## config.mk

```make
export PLATFORM = sky130hd
export DESIGN_NAME = serial_message_deframer_core
export DESIGN_NICKNAME = d
export VERILOG_FILES = /design/src/hw/rtl/smd_pkg.sv /design/src/hw/rtl/smd_payload_ram.sv /design/src/hw/rtl/serial_message_deframer_core.sv
export VERILOG_INCLUDE_DIRS = /design/src /design/src/hw/rtl
export SDC_FILE = /design/constraint.sdc
export NUM_CORES = 1
export LEC_CHECK = 0
export ABC_AREA = 1
export ABC_CLOCK_PERIOD_IN_PS = 3350
export BUFFER_PORTS_ARGS = -buffer_cell sky130_fd_sc_hd__buf_2
export CELL_PAD_IN_SITES_DETAIL_PLACEMENT = 0
export CELL_PAD_IN_SITES_GLOBAL_PLACEMENT = 2
export CORE_ASPECT_RATIO = 1.4
export CORE_MARGIN = 2
export CORE_UTILIZATION = 25
export CTS_CLUSTER_DIAMETER = 80
export DETAILED_ROUTE_END_ITERATION = 7
export PLACE_DENSITY_LB_ADDON = 0.1
export SYNTH_ARGS = -nofsm -noshare
export SYNTH_HDL_FRONTEND = slang
export SYNTH_SLANG_ARGS = --single-unit
```

## constraint.sdc

```tcl
create_clock -name aclk -period 3.35 [get_ports aclk]
set_input_delay 0.1675 -clock aclk [delete_from_list [all_inputs] [get_ports aclk]]
set_output_delay 0.1675 -clock aclk [all_outputs]
set_load 0.02 [all_outputs]
```

## src/hw/rtl/serial_message_deframer_core_assert.svh

```systemverilog
// ============================================================================
// Assertion macros for the serial message deframer
// Concurrent checks on aclk, disabled while aresetn is low.
// ============================================================================
`ifndef SERIAL_MESSAGE_DEFRAMER_CORE_ASSERT_SVH
`define SERIAL_MESSAGE_DEFRAMER_CORE_ASSERT_SVH

`ifndef SYNTHESIS
`define SMD_ASSERT_SAME(label, ante, cons) \
    label: assert property (@(posedge aclk) disable iff (!aresetn) (ante) |-> (cons)) \
        else $error("deframer check failed");
`define SMD_ASSERT_NEXT(label, ante, cons) \
    label: assert property (@(posedge aclk) disable iff (!aresetn) (ante) |=> (cons)) \
        else $error("deframer check failed");
`else
`define SMD_ASSERT_SAME(label, ante, cons)
`define SMD_ASSERT_NEXT(label, ante, cons)
`endif

`endif

```

## src/hw/rtl/smd_pkg.sv

```systemverilog
// ============================================================================
// Serial message deframer package
// Types and fixed constants used by the deframer core.
// ============================================================================
package smd_pkg;

    localparam logic [7:0] SYNC_RESET = 8'h01;

    typedef enum logic [2:0] {
        PH_HUNT = 3'd0,
        PH_SYNC = 3'd1,
        PH_ADDR = 3'd2,
        PH_LEN  = 3'd3,
        PH_CMD  = 3'd4
    } phase_t;

    typedef enum logic [1:0] {
        EM_ACCEPT = 2'd0,
        EM_READ   = 2'd1,
        EM_LOAD   = 2'd2
    } emit_state_t;

    typedef struct packed {
        logic       last;
        logic       has_payload;
        logic [7:0] payload_byte;
        logic [4:0] byte_index;
        logic [5:0] msg_length;
        logic [7:0] msg_command;
        logic [7:0] msg_address;
    } result_t;

endpackage

```

## src/hw/rtl/smd_payload_ram.sv

```systemverilog
// ============================================================================
// Payload store
// Single write port, single read port, registered read data.
// ============================================================================
module smd_payload_ram #(
    parameter int DEPTH  = 32,
    parameter int ADDR_W = 5
) (
    input  logic              aclk,
    input  logic              wr_en,
    input  logic [ADDR_W-1:0] wr_addr,
    input  logic [7:0]        wr_data,
    input  logic              rd_en,
    input  logic [ADDR_W-1:0] rd_addr,
    output logic [7:0]        rd_data
);

    logic [7:0] mem [DEPTH];
    logic [7:0] rd_data_reg;

    always_ff @(posedge aclk) begin
        if (wr_en) begin
            mem[wr_addr] <= wr_data;
        end
    end

    always_ff @(posedge aclk) begin
        if (rd_en) begin
            rd_data_reg <= mem[rd_addr];
        end
    end

    assign rd_data = rd_data_reg;

endmodule

```

## src/hw/rtl/serial_message_deframer_core.sv

```systemverilog
// ============================================================================
// Serial message deframer core
// Parses sync, address, length, command, payload and checksum bytes and
// emits the completed message one payload byte per result.
// ============================================================================
// Each byte request is taken while no message is being emitted.
// After the checksum byte, each payload result takes a store read (EM_READ)
// then an output register load (EM_LOAD); a header-only result goes straight
// to EM_LOAD. A load waits while an unaccepted result holds the output.
// Reset: synchronous, active-low aresetn; parser hunts for sync, sync byte
// returns to 0x01, output channel empties. Store contents are not cleared.
module serial_message_deframer_core
    import smd_pkg::*;
#(
    parameter int MAX_PAYLOAD = 32
) (
    input  logic        aclk,
    input  logic        aresetn,
    input  logic        cfg_valid,
    output logic        cfg_ready,
    input  logic [7:0]  cfg_data,      // sync_byte
    input  logic        s_tvalid,
    output logic        s_tready,
    input  logic [7:0]  s_tdata,       // rx_byte
    input  logic [0:0]  s_tuser,       // cmd
    output logic        m_tvalid,
    input  logic        m_tready,
    output logic [39:0] m_tdata,       // msg_address, msg_command, msg_length,
                                       // byte_index, payload_byte, zero pad
    output logic [0:0]  m_tuser,       // has_payload
    output logic        m_tlast        // last
);

`include "serial_message_deframer_core_assert.svh"

    localparam int IDX_W = (MAX_PAYLOAD > 1) ? $clog2(MAX_PAYLOAD) : 1;
    localparam int LEN_W = $clog2(MAX_PAYLOAD + 1);
    localparam int CNT_W = LEN_W + 1;
    localparam logic [8:0] MAX_LEN = 9'(MAX_PAYLOAD);

    logic [7:0]  sync_reg;
    phase_t      phase_reg,  phase_next;
    logic [7:0]  addr_reg,   addr_next;
    logic [7:0]  cmd_reg,    cmd_next;
    logic [LEN_W-1:0] len_reg, len_next;
    logic [LEN_W-1:0] fill_reg, fill_next;
    emit_state_t em_reg,     em_next;
    logic [IDX_W-1:0] rd_idx_reg, rd_idx_next;
    logic        zero_reg,   zero_next;
    result_t     out_reg,    out_next;
    logic        m_tvalid_reg, m_tvalid_next;

    logic        s_accept;
    logic        out_load;
    logic        ram_we;
    logic        ram_re;
    logic [7:0]  ram_rd_data;
    logic        idx_last;

    assign cfg_ready = 1'b1;
    assign s_tready  = (em_reg == EM_ACCEPT);
    assign s_accept  = s_tvalid && s_tready;
    assign idx_last  = (CNT_W'(rd_idx_reg) + CNT_W'(1)) == CNT_W'(len_reg);

    smd_payload_ram #(
        .DEPTH  (MAX_PAYLOAD),
        .ADDR_W (IDX_W)
    ) u_store (
        .aclk    (aclk),
        .wr_en   (ram_we),
        .wr_addr (fill_reg[IDX_W-1:0]),
        .wr_data (s_tdata),
        .rd_en   (ram_re),
        .rd_addr (rd_idx_reg),
        .rd_data (ram_rd_data)
    );

    always_ff @(posedge aclk) begin
        if (!aresetn) begin
            sync_reg     <= SYNC_RESET;
            phase_reg    <= PH_HUNT;
            addr_reg     <= '0;
            cmd_reg      <= '0;
            len_reg      <= '0;
            fill_reg     <= '0;
            em_reg       <= EM_ACCEPT;
            rd_idx_reg   <= '0;
            zero_reg     <= 1'b0;
            m_tvalid_reg <= 1'b0;
        end else begin
            if (cfg_valid && cfg_ready) begin
                sync_reg <= cfg_data;
            end
            phase_reg    <= phase_next;
            addr_reg     <= addr_next;
            cmd_reg      <= cmd_next;
            len_reg      <= len_next;
            fill_reg     <= fill_next;
            em_reg       <= em_next;
            rd_idx_reg   <= rd_idx_next;
            zero_reg     <= zero_next;
            m_tvalid_reg <= m_tvalid_next;
        end
    end

    always_ff @(posedge aclk) begin
        out_reg <= out_next;
    end

    always_comb begin
        phase_next  = phase_reg;
        addr_next   = addr_reg;
        cmd_next    = cmd_reg;
        len_next    = len_reg;
        fill_next   = fill_reg;
        em_next     = em_reg;
        rd_idx_next = rd_idx_reg;
        zero_next   = zero_reg;
        out_next    = out_reg;
        out_load    = 1'b0;
        ram_we      = 1'b0;
        ram_re      = 1'b0;

        case (em_reg)
            EM_ACCEPT: begin
                if (s_accept) begin
                    if (s_tuser[0]) begin
                        phase_next = PH_HUNT;
                    end else begin
                        case (phase_reg)
                            PH_SYNC: begin
                                addr_next  = s_tdata;
                                phase_next = PH_ADDR;
                            end
                            PH_ADDR: begin
                                if ({1'b0, s_tdata} <= MAX_LEN) begin
                                    len_next   = LEN_W'(s_tdata);
                                    fill_next  = '0;
                                    phase_next = PH_LEN;
                                end else begin
                                    phase_next = PH_HUNT;
                                end
                            end
                            PH_LEN: begin
                                cmd_next   = s_tdata;
                                phase_next = PH_CMD;
                            end
                            PH_CMD: begin
                                if (fill_reg < len_reg) begin
                                    ram_we    = 1'b1;
                                    fill_next = fill_reg + LEN_W'(1);
                                end else begin
                                    phase_next  = PH_HUNT;
                                    rd_idx_next = '0;
                                    zero_next   = (len_reg == '0);
                                    em_next     = (len_reg == '0) ? EM_LOAD : EM_READ;
                                end
                            end
                            default: begin
                                phase_next = (s_tdata == sync_reg) ? PH_SYNC : PH_HUNT;
                            end
                        endcase
                    end
                end
            end
            EM_READ: begin
                ram_re  = 1'b1;
                em_next = EM_LOAD;
            end
            EM_LOAD: begin
                if (!m_tvalid_reg || m_tready) begin
                    out_load             = 1'b1;
                    out_next.msg_address = addr_reg;
                    out_next.msg_command = cmd_reg;
                    out_next.msg_length  = 6'(len_reg);
                    out_next.byte_index  = 5'(rd_idx_reg);
                    out_next.payload_byte = zero_reg ? 8'h00 : ram_rd_data;
                    out_next.has_payload = !zero_reg;
                    out_next.last        = zero_reg || idx_last;
                    if (zero_reg || idx_last) begin
                        em_next = EM_ACCEPT;
                    end else begin
                        rd_idx_next = rd_idx_reg + IDX_W'(1);
                        em_next     = EM_READ;
                    end
                end
            end
            default: begin
                em_next = EM_ACCEPT;
            end
        endcase

        if (out_load) begin
            m_tvalid_next = 1'b1;
        end else if (m_tready) begin
            m_tvalid_next = 1'b0;
        end else begin
            m_tvalid_next = m_tvalid_reg;
        end
    end

    assign m_tvalid = m_tvalid_reg;
    assign m_tdata  = {5'b0, out_reg.payload_byte, out_reg.byte_index, out_reg.msg_length,
                       out_reg.msg_command, out_reg.msg_address};
    assign m_tuser  = out_reg.has_payload;
    assign m_tlast  = out_reg.last;

    `SMD_ASSERT_SAME(a_fill_bound, 1'b1, fill_reg <= len_reg)
    `SMD_ASSERT_NEXT(a_start_read, s_accept && !s_tuser[0] && phase_reg == PH_CMD && fill_reg == len_reg && len_reg != '0, em_reg == EM_READ && rd_idx_reg == '0)
    `SMD_ASSERT_NEXT(a_last_done, out_load && out_next.last, em_reg == EM_ACCEPT && m_tvalid)

endmodule
```

### Yosys cells after proc, flatten, opt, wreduce, memory -nomap -nowiden

Memory sizes are Yosys's and may differ from the RTL's. A register that Yosys moved wholly into a read port is not among the register bits.
Index checks and enable logic that the tools add are counted.

* input bits: 22
* memories: 1
* output and inout port bits: 45
* bits in registers: 85
* bits in writable memories: 256

* multiplexer cells: 35
* $add $sub $neg: 3
* reductions and logical operators: 19
* order comparisons: 2
* bitwise gates (word level): 2
* eq/ne operators: 17

Memories
* u_store.mem: depth 32, bits a word 8, rd ports 1, clocked after Yosys merged registers in 1, wr ports 1, line smd_payload_ram.sv:18 `logic [7:0] mem [DEPTH];`

Operators by type and width (count)
* 5-bit two-way mux: 6
* 5-bit AND reduction: 3
* 1-bit two-way mux: 14
* 2-bit two-way mux: 7
* 6-bit two-way mux: 2
* 2-bit inequality test (second input constant): 6
* 3-bit one-hot mux with 4 select lines: 1
* 6-bit one-hot mux with 2 select lines: 1
* 5-bit one-hot mux with 2 select lines: 1
* 8-bit == test: 1
* 8-bit by 6-bit <= comparator with 1-bit output (second input constant): 1
* 4-bit AND reduction: 2
* 7-bit AND reduction: 1
* 5-bit by 1-bit adder with 6-bit output (second input constant): 1
* 6-bit by 1-bit adder with 6-bit output (second input constant): 1
* 3-bit by 2-bit == test with 1-bit output (second input constant): 2
* 6-bit == test: 1
* 6-bit zero test: 1
* 6-bit < comparator: 1
* 3-bit two-way mux: 2
* 2-bit one-hot mux with 3 select lines: 1
* 6-bit AND reduction: 1
* 2-bit nonzero test: 3
* 5-bit by 1-bit adder with 5-bit output (second input constant): 1
* other kinds (13): 17

### Logic depth before layout (Yosys ltp)

Gate-level depths: netlist of the first run.

* depth after elaboration: 8
* depth in mapped cells: 14
* gate-level depth less buffers: 13

### Hierarchy

Synthesis of the first run repeated with hierarchy kept, for this count alone.

* cells, all modules: 1334
* area total of the unflattened synthesis: 14537.7 sq um

Modules (own cells, without submodules)
* smd_payload_ram: times used 1, area each 10866.7 sq um, cells each 922, sequential area each 7927.6 sq um
* serial_message_deframer_core: times used 1, area each 3671.0 sq um, cells each 412, sequential area each 2072.0 sq um

### Least setup slack after synthesis of the first run

No wires, ideal clock.

* path kind: flip-flop to flip-flop
* start: register em_reg[1]
* end: register out_reg, in the netlist m_tdata[0] (enable)
* data arrival time: 2.417 ns
* data required time: 2.919 ns
* clock period less this slack: 2.848 ns
* setup slack: 0.502 ns
* library setup time: 0.431 ns
* cell stages (with the launch flop): 5
* path through: dfxtp_1 inv_1 nor2_1 inv_1 nor2_1

* word-level cells in the longest chain between the ends: 2

RTL lines
* start, declared: line serial_message_deframer_core.sv:47 `emit_state_t em_reg, em_next;`
* start signal, assigned: line serial_message_deframer_core.sv:99 `em_reg <= em_next;`
* 2-bit == test: line serial_message_deframer_core.sv:124 `case (em_reg)`
* 2-bit AND reduction (no line)
* end signal, assigned: line serial_message_deframer_core.sv:107 `out_reg <= out_next;`
* end, declared: line serial_message_deframer_core.sv:50 `result_t out_reg, out_next;`

Every way passes these cells.
A chain may end at the register's enable or synchronous reset.

### Worst setup path in the final report of the first run

* start: register fill_reg[3]
* end: memory u_store.mem[22][4] (enable)

* word-level cells in the longest chain between the ends: 8

RTL lines
* start, declared: line serial_message_deframer_core.sv:46 `logic [LEN_W-1:0] fill_reg, fill_next;`
* start signal, assigned: line serial_message_deframer_core.sv:98 `fill_reg <= fill_next;`
* 6-bit < comparator: line serial_message_deframer_core.sv:149 `if (fill_reg < len_reg) begin`
* 1-bit two-way mux: line serial_message_deframer_core.sv:149
* 1-bit two-way mux: line serial_message_deframer_core.sv:130 `case (phase_reg)`
* 1-bit two-way mux: line serial_message_deframer_core.sv:127 `if (s_tuser[0]) begin`
* 1-bit two-way mux: line serial_message_deframer_core.sv:126 `if (s_accept) begin`
* 1-bit two-way mux: line serial_message_deframer_core.sv:124
* 1-bit two-way mux: line smd_payload_ram.sv:22 `if (wr_en) begin`
* 1-bit two-way mux (implied by the code): line smd_payload_ram.sv:23 `mem[wr_addr] <= wr_data;`
* end, declared: line smd_payload_ram.sv:18

Several ways; a longest one is shown, not always the timed one.

==> out/results.ini, run 1 <==
[route]
drt-total-wl_um=49900
first_iter_violations=464
first_pass_iters=5
vias=9535
drc=0
antenna_left=0
viasPerCell=4.58
routedWlPerCell_um=24.0

[placement]
gp_congestion=0.803
dp_hpwl_um=34000
port-buffer-count=60

[setup_path]
critPathKind=reg2reg
endpoint_kind=register
crit_required_ns=3.59
worst_ep_arrival_time_ns=2.86
ff2ff_setup_slack_ns=0.73
critPathLaunchType=register
critPathMaxFanout=9

[global_routing]
grt.overflow.total=0
grt_pass1_wl_um=71500
antenna_found_initial=0
grt_start_max_net_pins=65
grt_use_total_pct=17.2
grt_pass1_vias=10000

[sta]
finClkSkew_ns=0.0113
relSlewSlack_pct=26.5
tns_ns=0
period_needed_ns=2.62
slew_viol_final=0
max_freq_mhz=382
rsz0062_at_grt=false
fin_crit_sh_pct=78.2
hold_viol_final=0
worst_pin_slew_ns=1.10
finalSetupViolations=0

[clocking]
cts_root_buf=clkbuf_16
htreeDepth=2
clk_path_buf_depth=3
cts_tree=done
cts.clk_slew.worst_paths_ns=0.07
insertion_delay_ns=0.54
cts_buffers=39
cts-resized-gates=0
cts.sinks=349

[die]
die_area_um2=58200
io_pins=67
die_h_um=285
die_x_um=205
start_util_pct=25.4
core_um2=55500
rows=102

[logic_synthesis]
synth-seq-cells=349
syn_avg_cell_area_um2=11.6
synth_top_area_share_pct=64.2
syn-cell-area_um2=14100
yosys-top-cells-area=edfxtp_1, dfxtp_1, o21ai_0, nor2_1, o22ai_1
yosysTopAreaCell=edfxtp_1
ys_types=35
ys_seq_area_share_pct=71.0
ys_warn_count=0
synthCells=1215

[cells_and_area]
largest_reg_flops=256
final_common_cell=edfxtp_1
drive_above_1_share_pct=15.2
antenna_cells=0
layout.cells.most_common_list=edfxtp_1, nor2_1, o21ai_0, nand2_1, o22ai_1
area_growth_pct=20.3
final_util_pct=30.5
layout.nets=1357
top_register=u_store.mem
final.fill_count=5708

[run_status]
status=finished clean

[power]
ir_drop_uv=360
leakagePower_nw=5.91
power.density_nw_per_um2=566

[flow_run]
drv_cap=0

[hold_path]
hold_class=in2reg

-- critical path, cell delays in order, from the launching register on --
cell and delay (ns):
dfxtp_1 0.51, ha_1 0.31, a21oi_1 0.13, o21a_1 0.13, nand2_1 0.12, nor2_1 0.15, inv_1 0.07, nor2_1 0.22
nand2_1 0.15, buf_4 0.22, nor2_1 0.10, buf_4 0.19
-- logic make-up (layout without fill, tap and decap cells) --
| logic type | count (synthesis) | count (layout) | synth area share (%) |
|---|---|---|---|
| compound gates | 314 | 314 | 12.1 |
| xor+xnor | 4 | 4 | 0.249 |
| fa+ha+maj | 10 | 10 | 0.889 |
| buf+inv | 132 | 267 | 3.98 |
| flops | 349 | 349 | 71.0 |
| other cells | 2 | 6 | 0.0533 |
| simple gates | 404 | 404 | 11.7 |
-- cell type report --
type / instances / area, um^2 / share of cell area (%)
timing repair buffer: 137 / 958 / 5.66
sequential: 349 / 10000 / 59.1
inverter: 60 / 228 / 1.34
clock buffer: 48 / 1070 / 6.33
multi-input combinational: 738 / 3540 / 20.9
tap: 728 / 911 / 5.38
clock inverter: 22 / 220 / 1.30
-- report_power, final --
part           internal, mW  switching (mW)
Combinational         0.124           0.375
Sequential             4.72          0.0182
Clock                  2.53            1.81
Total                  7.38            2.20
-- per-stage QoR --
| step | cell area, um^2 | power, mW | setup WS [ns] | hold WS (ns) | instances |
|---|---|---|---|---|---|
| 2_1_floorplan | 14100 | 5.06 | 0.502 | 0.266 | 1219 |
| 5_1_grt | 16900 | 9.91 | 0.430 | 0.0399 | 2082 |
| 3_3_place_gp | 15500 | 5.35 | 0.743 | 0.386 | 2000 |
| 3_5_place_dp | 15500 | 5.34 | 0.723 | 0.391 | 2000 |
| 6_report | 16900 | 9.58 | 0.731 | 0.0461 | 2082 |
| 4_1_cts | 16900 | 9.75 | 0.691 | 0.0148 | 2082 |
-- what timing repair did --
action	in CTS	in global routing
buffers inserted	0	0
hold buffers	12	0
hold endpoints to repair	8	0
setup endpoints to repair	0	0
-- cells in the mapped netlist, drive strengths merged --
library cell / count
a21boi: 1
a21oi: 43
buf: 27
clkbuf: 45
conb: 2
dfxtp: 48
edfxtp: 301
ha: 10
inv: 60
nand2: 114
nand3: 39
nand4: 13
nor2: 232
nor3: 4
nor3b: 1
nor4: 1
o21a: 2
o21ai: 188
o21bai: 2
o22ai: 77
o31ai: 1
xor2: 4
-- path summary, 6_finish.rpt --
kind                                  start                 end  depth (start not counted)
worst min register to register  addr_reg[5]          m_tdata[5]                          0
worst min-delay path               m_tready            m_tvalid                          3
worst max-delay path            fill_reg[3]  u_store.mem[22][4]                         11
worst max register to register  fill_reg[3]  u_store.mem[22][4]                         11
-- metal layers --
layer / vias to the layer above / track usage (%) / wire length, um
met5: - / 0 / 0
li1: 4550 / - / -
met4: 0 / 6.23 / 1680
met1: 4722 / 20.3 / 20400
met3: 72 / 2.56 / 1690
met2: 191 / 31.4 / 26100
Power figures use the tool's default switching activity.
==> run 2: changes to the inputs <==
--- a/config.mk
+++ b/config.mk
@@ -7,7 +7,7 @@
 export NUM_CORES = 1
 export LEC_CHECK = 0
 export ABC_AREA = 1
-export ABC_CLOCK_PERIOD_IN_PS = 3350
+export ABC_CLOCK_PERIOD_IN_PS = 2200
 export BUFFER_PORTS_ARGS = -buffer_cell sky130_fd_sc_hd__buf_2
 export CELL_PAD_IN_SITES_DETAIL_PLACEMENT = 0
 export CELL_PAD_IN_SITES_GLOBAL_PLACEMENT = 2
==> constraint.sdc (replaced) <==
create_clock -name aclk -period 2.2 [get_ports aclk]
set_input_delay 0.11 -clock aclk [delete_from_list [all_inputs] [get_ports aclk]]
set_output_delay 0.11 -clock aclk [all_outputs]
set_load 0.02 [all_outputs]
==> run 2 against run 1 <==
Effect of this change: sequential power up 52%; non-clock buffer count is 79 higher; clock power rose by 46%; die area is the same; critical path type unchanged.
==> out/results.ini, run 2 (synthesized netlist as in run 1, its figures left out) <==
[die]
die_h_um=285
rows=102
die_area_um2=58200
io_pins=67
start_util_pct=25.4
core_um2=55500
die_x_um=205

[clocking]
clk_path_buf_depth=3
cts_buffers=38
cts_tree=done
insertion_delay_ns=0.54
cts.sinks=349
cts.clk_slew.worst_paths_ns=0.06
htreeDepth=2
cts_root_buf=clkbuf_16

[power]
seqPwrFrac_pct=50.1
power_mw=14.4
ir_drop_uv=437
p_sw_share_pct=22.2
power.density_nw_per_um2=801
pwr-share-comb_pct=5.8
leakagePower_nw=6.39
pwr-share-clk_pct=44.1
p_sw_mw=3.20
p_int_mw=11.2

[route]
drc=0
drt-total-wl_um=49400
viasPerCell=4.53
routedWlPerCell_um=22.9
vias=9791
antenna_left=0
first_pass_iters=6
first_iter_violations=553

[sta]
finClkSkew_ns=0.0204
period_needed_ns=2.13
fin_ws_ns=0.0748
relSlewSlack_pct=55.5
rsz0062_at_grt=true
max_freq_mhz=471
fin_crit_sh_pct=96.6
hold_viol_final=0
worst_pin_slew_ns=0.666
slew_viol_final=0
finalSetupViolations=0

[placement]
dp_slack_ns=-0.192
port-buffer-count=60
place_area_um2=16200
dp_hpwl_um=34700
gp_congestion=0.781
dp_cells=2070

[cells_and_area]
final.fill_count=5691
top_register=u_store.mem
post-route-cell-area_um2=18000
layoutNonFillerInstCount=2159
regArea_um2=10000
layout.nets=1435
final_common_cell=edfxtp_1
antenna_cells=0
multi_input_area_um2=3790
layout.cells.most_common_list=edfxtp_1, nor2_1, o21ai_0, nand2_1, buf_4
area_growth_pct=27.8
largest_reg_flops=256
drive_above_1_share_pct=23.1

[global_routing]
antenna_found_initial=1
grt_pass1_wl_um=71000
grt_pass1_vias=10200
grt.overflow.total=0
grt_start_max_net_pins=38
grt_use_total_pct=17.1

[setup_path]
worst_ep_arrival_time_ns=2.37
crit_required_ns=2.45
critPathKind=reg2reg
critPathMaxFanout=8
critPathLaunchType=register
endpoint_kind=register

[run_status]
status=finished clean

[flow_run]
drv_cap=0

[hold_path]
hold_class=in2reg

[run 2: changes by cell type in the layout (fill, tap and decap cells not counted), moves of 5 or more]
cell,before,now
buf_6,0,28
dfxtp_1,45,39
nor2_4,1,18
inv_2,1,7
buf_12,4,17
buf_4,61,96
inv_1,58,52
nor2_2,1,18
nor2_1,230,196
dfxtp_2,2,7
[run 2: worst max-delay path, cell delays in order (launching register included)]
cell and delay, ns:
dfxtp_2 0.33, inv_2 0.05, ha_4 0.24, a21oi_2 0.12
o21a_1 0.13, nand2_1 0.08, nor2_2 0.13, inv_2 0.07
nor2_4 0.14, nand2_2 0.09, buf_12 0.18, nor2_4 0.12
buf_6 0.16
[run 2: layout make-up]
class,count,area share [%]
timing repair buffer,216,10.2
inverter,60,1.27
multi-input combinational,738,21.0
sequential,349,55.7
tap,728,5.06
clock buffer,51,5.90
clock inverter,17,0.890
[run 2: stage by stage]
step	hold WS [ns]	TNS, ns	util (%)
after global routing	0.0556	-5.46	32.4
after floorplan	0.209	-36.06	-
after detailed placement	0.330	-41.72	29.2
after CTS	0.0255	-0.768	32.2
final	0.0282	0	32.4
after global placement	0.332	-27.12	29.2
[run 2: power by group through the flow]
stage / Sequential [mW] / Combinational, mW / Clock [mW]
after global routing: 7.21 / 0.925 / 6.79
after CTS: 7.22 / 0.873 / 6.55
after detailed placement: 7.36 / 0.847 / 0
final: 7.22 / 0.839 / 6.35
after floorplan: 7.36 / 0.350 / 0
after global placement: 7.36 / 0.859 / 0
[run 2: path summary, 6_finish.rpt]
kind         slack, ns  startpoint                  to  depth (start not counted)
max reg2reg       0.07  len_reg[5]  u_store.mem[27][7]                         12
min               0.03    s_tvalid           em_reg[1]                          5
max               0.07  len_reg[5]  u_store.mem[27][7]                         12
min reg2reg       0.43  cmd_reg[5]         m_tdata[13]                          0
[run 2: routing by layer]
| layer | vias to the layer above | routed length, um | track usage [%] | share of wire (%) |
|---|---|---|---|---|
| li1 | 4708 | - | - | - |
| met1 | 4796 | 19700 | 19.8 | 40 |
| met2 | 202 | 26400 | 31.6 | 53 |
| met3 | 85 | 1440 | 1.99 | 2.9 |
| met4 | 0 | 1910 | 6.81 | 3.9 |
| met5 | - | 0 | 0 | 0 |
[run 2: timing repair]
item | CTS | global route
setup buffers | 5 | 1
pin swaps | 7 | 10
endpoints found under the setup margin | 257 | 267
gates resized for setup | 68 | 39
hold endpoints to repair | 17 | 0
hold buffers | 15 | 0
==> run 3: changes to the inputs <==
--- a/config.mk
+++ b/config.mk
@@ -13,7 +13,7 @@
 export CELL_PAD_IN_SITES_GLOBAL_PLACEMENT = 2
 export CORE_ASPECT_RATIO = 1.4
 export CORE_MARGIN = 2
-export CORE_UTILIZATION = 25
+export CORE_UTILIZATION = 38
 export CTS_CLUSTER_DIAMETER = 80
 export DETAILED_ROUTE_END_ITERATION = 7
 export PLACE_DENSITY_LB_ADDON = 0.1
==> run 3 against run 2 <==
Effect of this change: worst setup slack improved by 0.024 ns; clock power shrank 4.7%; non-clock buffer count shrank 29; core utilization is 14 points higher; critical path depth is 1 lower.
==> out/results.ini, run 3 (synthesized netlist as in run 1, its figures left out) <==
[run_status]
status=finished clean

[hold_path]
hold_class=in2reg

[global_routing]
grt_pass1_vias=10000
antenna_found_initial=0
grt_pass1_wl_um=63600
grt_use_total_pct=22.4
grt.overflow.total=0
grt_start_max_net_pins=58

[clocking]
cts_root_buf=clkbuf_16
cts_buffers=35
insertion_delay_ns=0.53
cts.sinks=349
htreeDepth=2
clk_path_buf_depth=3
cts_tree=done
cts.clk_slew.worst_paths_ns=0.06

[cells_and_area]
regArea_um2=10000
drive_above_1_share_pct=20.1
layout.cells.most_common_list=edfxtp_1, nor2_1, o21ai_0, nand2_1, buf_4
final_common_cell=edfxtp_1
layout.nets=1403
layoutNonFillerInstCount=1862
area_growth_pct=21.3
final.fill_count=3426
largest_reg_flops=256
multi_input_area_um2=3680
top_register=u_store.mem
antenna_cells=0
post-route-cell-area_um2=17100

[setup_path]
crit_required_ns=2.44
worst_ep_arrival_time_ns=2.34
critPathKind=reg2reg
crit_family=simple AND/OR/NAND/NOR gates
critPathSlowestCell=dfxtp_1
endpoint_kind=register
critPathMaxFanout=8
critPathLaunchType=register
cp_num_buf_inv=3
slowest_delay_ns=0.37
cp_cell_sequence=ha_4, a21boi_2, o21bai_2, nand2_2, nor2_4, inv_2, nor2_4, nand2_2, buf_12, nor2_2, buf_6

[route]
first_iter_violations=698
drc=0
antenna_left=0
viasPerCell=5.24
drt-total-wl_um=43300
vias=9752
routedWlPerCell_um=23.3
first_pass_iters=5

[die]
core_um2=36600
die_h_um=232
rows=83
die_area_um2=38600
die_x_um=167
start_util_pct=38.5
io_pins=67

[placement]
dp_hpwl_um=29000
dp_cells=1779
port-buffer-count=60
gp_congestion=0.870
place_area_um2=15600

[sta]
slew_viol_final=0
worst_pin_slew_ns=0.617
relSlewSlack_pct=58.9
finalSetupViolations=0
finClkSkew_ns=0.0121
fin_crit_sh_pct=95.5
tns_ns=0
hold_viol_final=0
period_needed_ns=2.10
max_freq_mhz=476

[power]
pwr-share-comb_pct=5.4
leakagePower_nw=6.15
seqPwrFrac_pct=51.5
p_sw_share_pct=21.7
p_sw_mw=3.04
p_int_mw=11.0
power_mw=14.0
power.density_nw_per_um2=820
ir_drop_uv=516
pwr-share-clk_pct=43.1

[flow_run]
drv_cap=0

[run 3: cell count changes in the layout (fill, tap and decap cells not counted), moves of 3 or more]
| cell | previous run | this run |
|---|---|---|
| nor2_1 | 196 | 208 |
| nor2_4 | 18 | 3 |
| nor2_2 | 18 | 21 |
| buf_12 | 17 | 9 |
| buf_6 | 28 | 4 |
[run 3: final timing paths]
path | start | cells after the start | slack, ns | endpoint
min | s_tdata[3] | 3 | 0.03 | cmd_reg[3]
max reg2reg | fill_reg[1] | 11 | 0.1 | u_store.mem[19][6]
max | fill_reg[1] | 11 | 0.1 | u_store.mem[19][6]
min reg2reg | addr_reg[4] | 0 | 0.42 | m_tdata[4]
[run 3: what timing repair did]
item | CTS | global route
resized for setup | 29 | 23
setup buffers | 4 | 2
setup endpoints to repair | 256 | 256
pin swaps | 9 | 6
hold endpoints to repair | 14 | 0
hold buffers | 16 | 0
[run 3: metrics by stage]
step | hold slack, ns | utilization (%) | setup WS (ns)
2_1_floorplan | 0.209 | - | -0.141
3_3_place_gp | 0.333 | 42.6 | -0.173
3_5_place_dp | 0.329 | 42.6 | -0.228
4_1_cts | 0.0229 | 46.5 | 0.00169
5_1_grt | 0.0332 | 46.7 | -0.0250
6_report | 0.0350 | 46.7 | 0.0991
[run 3: power groups by stage]
stage | sequential [mW] | combinational, mW | clock, mW
global placement | 7.35 | 0.740 | 0
global route | 7.21 | 0.821 | 6.41
CTS | 7.21 | 0.760 | 6.16
floorplan | 7.36 | 0.350 | 0
finish | 7.21 | 0.755 | 6.05
detailed placement | 7.35 | 0.730 | 0
[run 3: worst min-delay path: cells and delay by family]
kind	cells	cell delay, ns
buf+inv	2	0.32
compound gates	1	0.08
[run 3: final cells by class]
class	count	area share, %
sequential	349	58.6
multi-input combinational	738	21.5
timing repair buffer	187	8.37
clock buffer	48	5.91
tap	467	3.42
inverter	60	1.33
clock inverter	13	0.813
[run 3: layer usage]
layer | share of wire [%] | vias up | track usage, %
met5 | 0 | - | 0
met4 | 3.5 | 0 | 8.89
met3 | 4.3 | 82 | 2.71
met2 | 53 | 275 | 42.0
met1 | 39 | 4758 | 26.0
li1 | - | 4637 | -
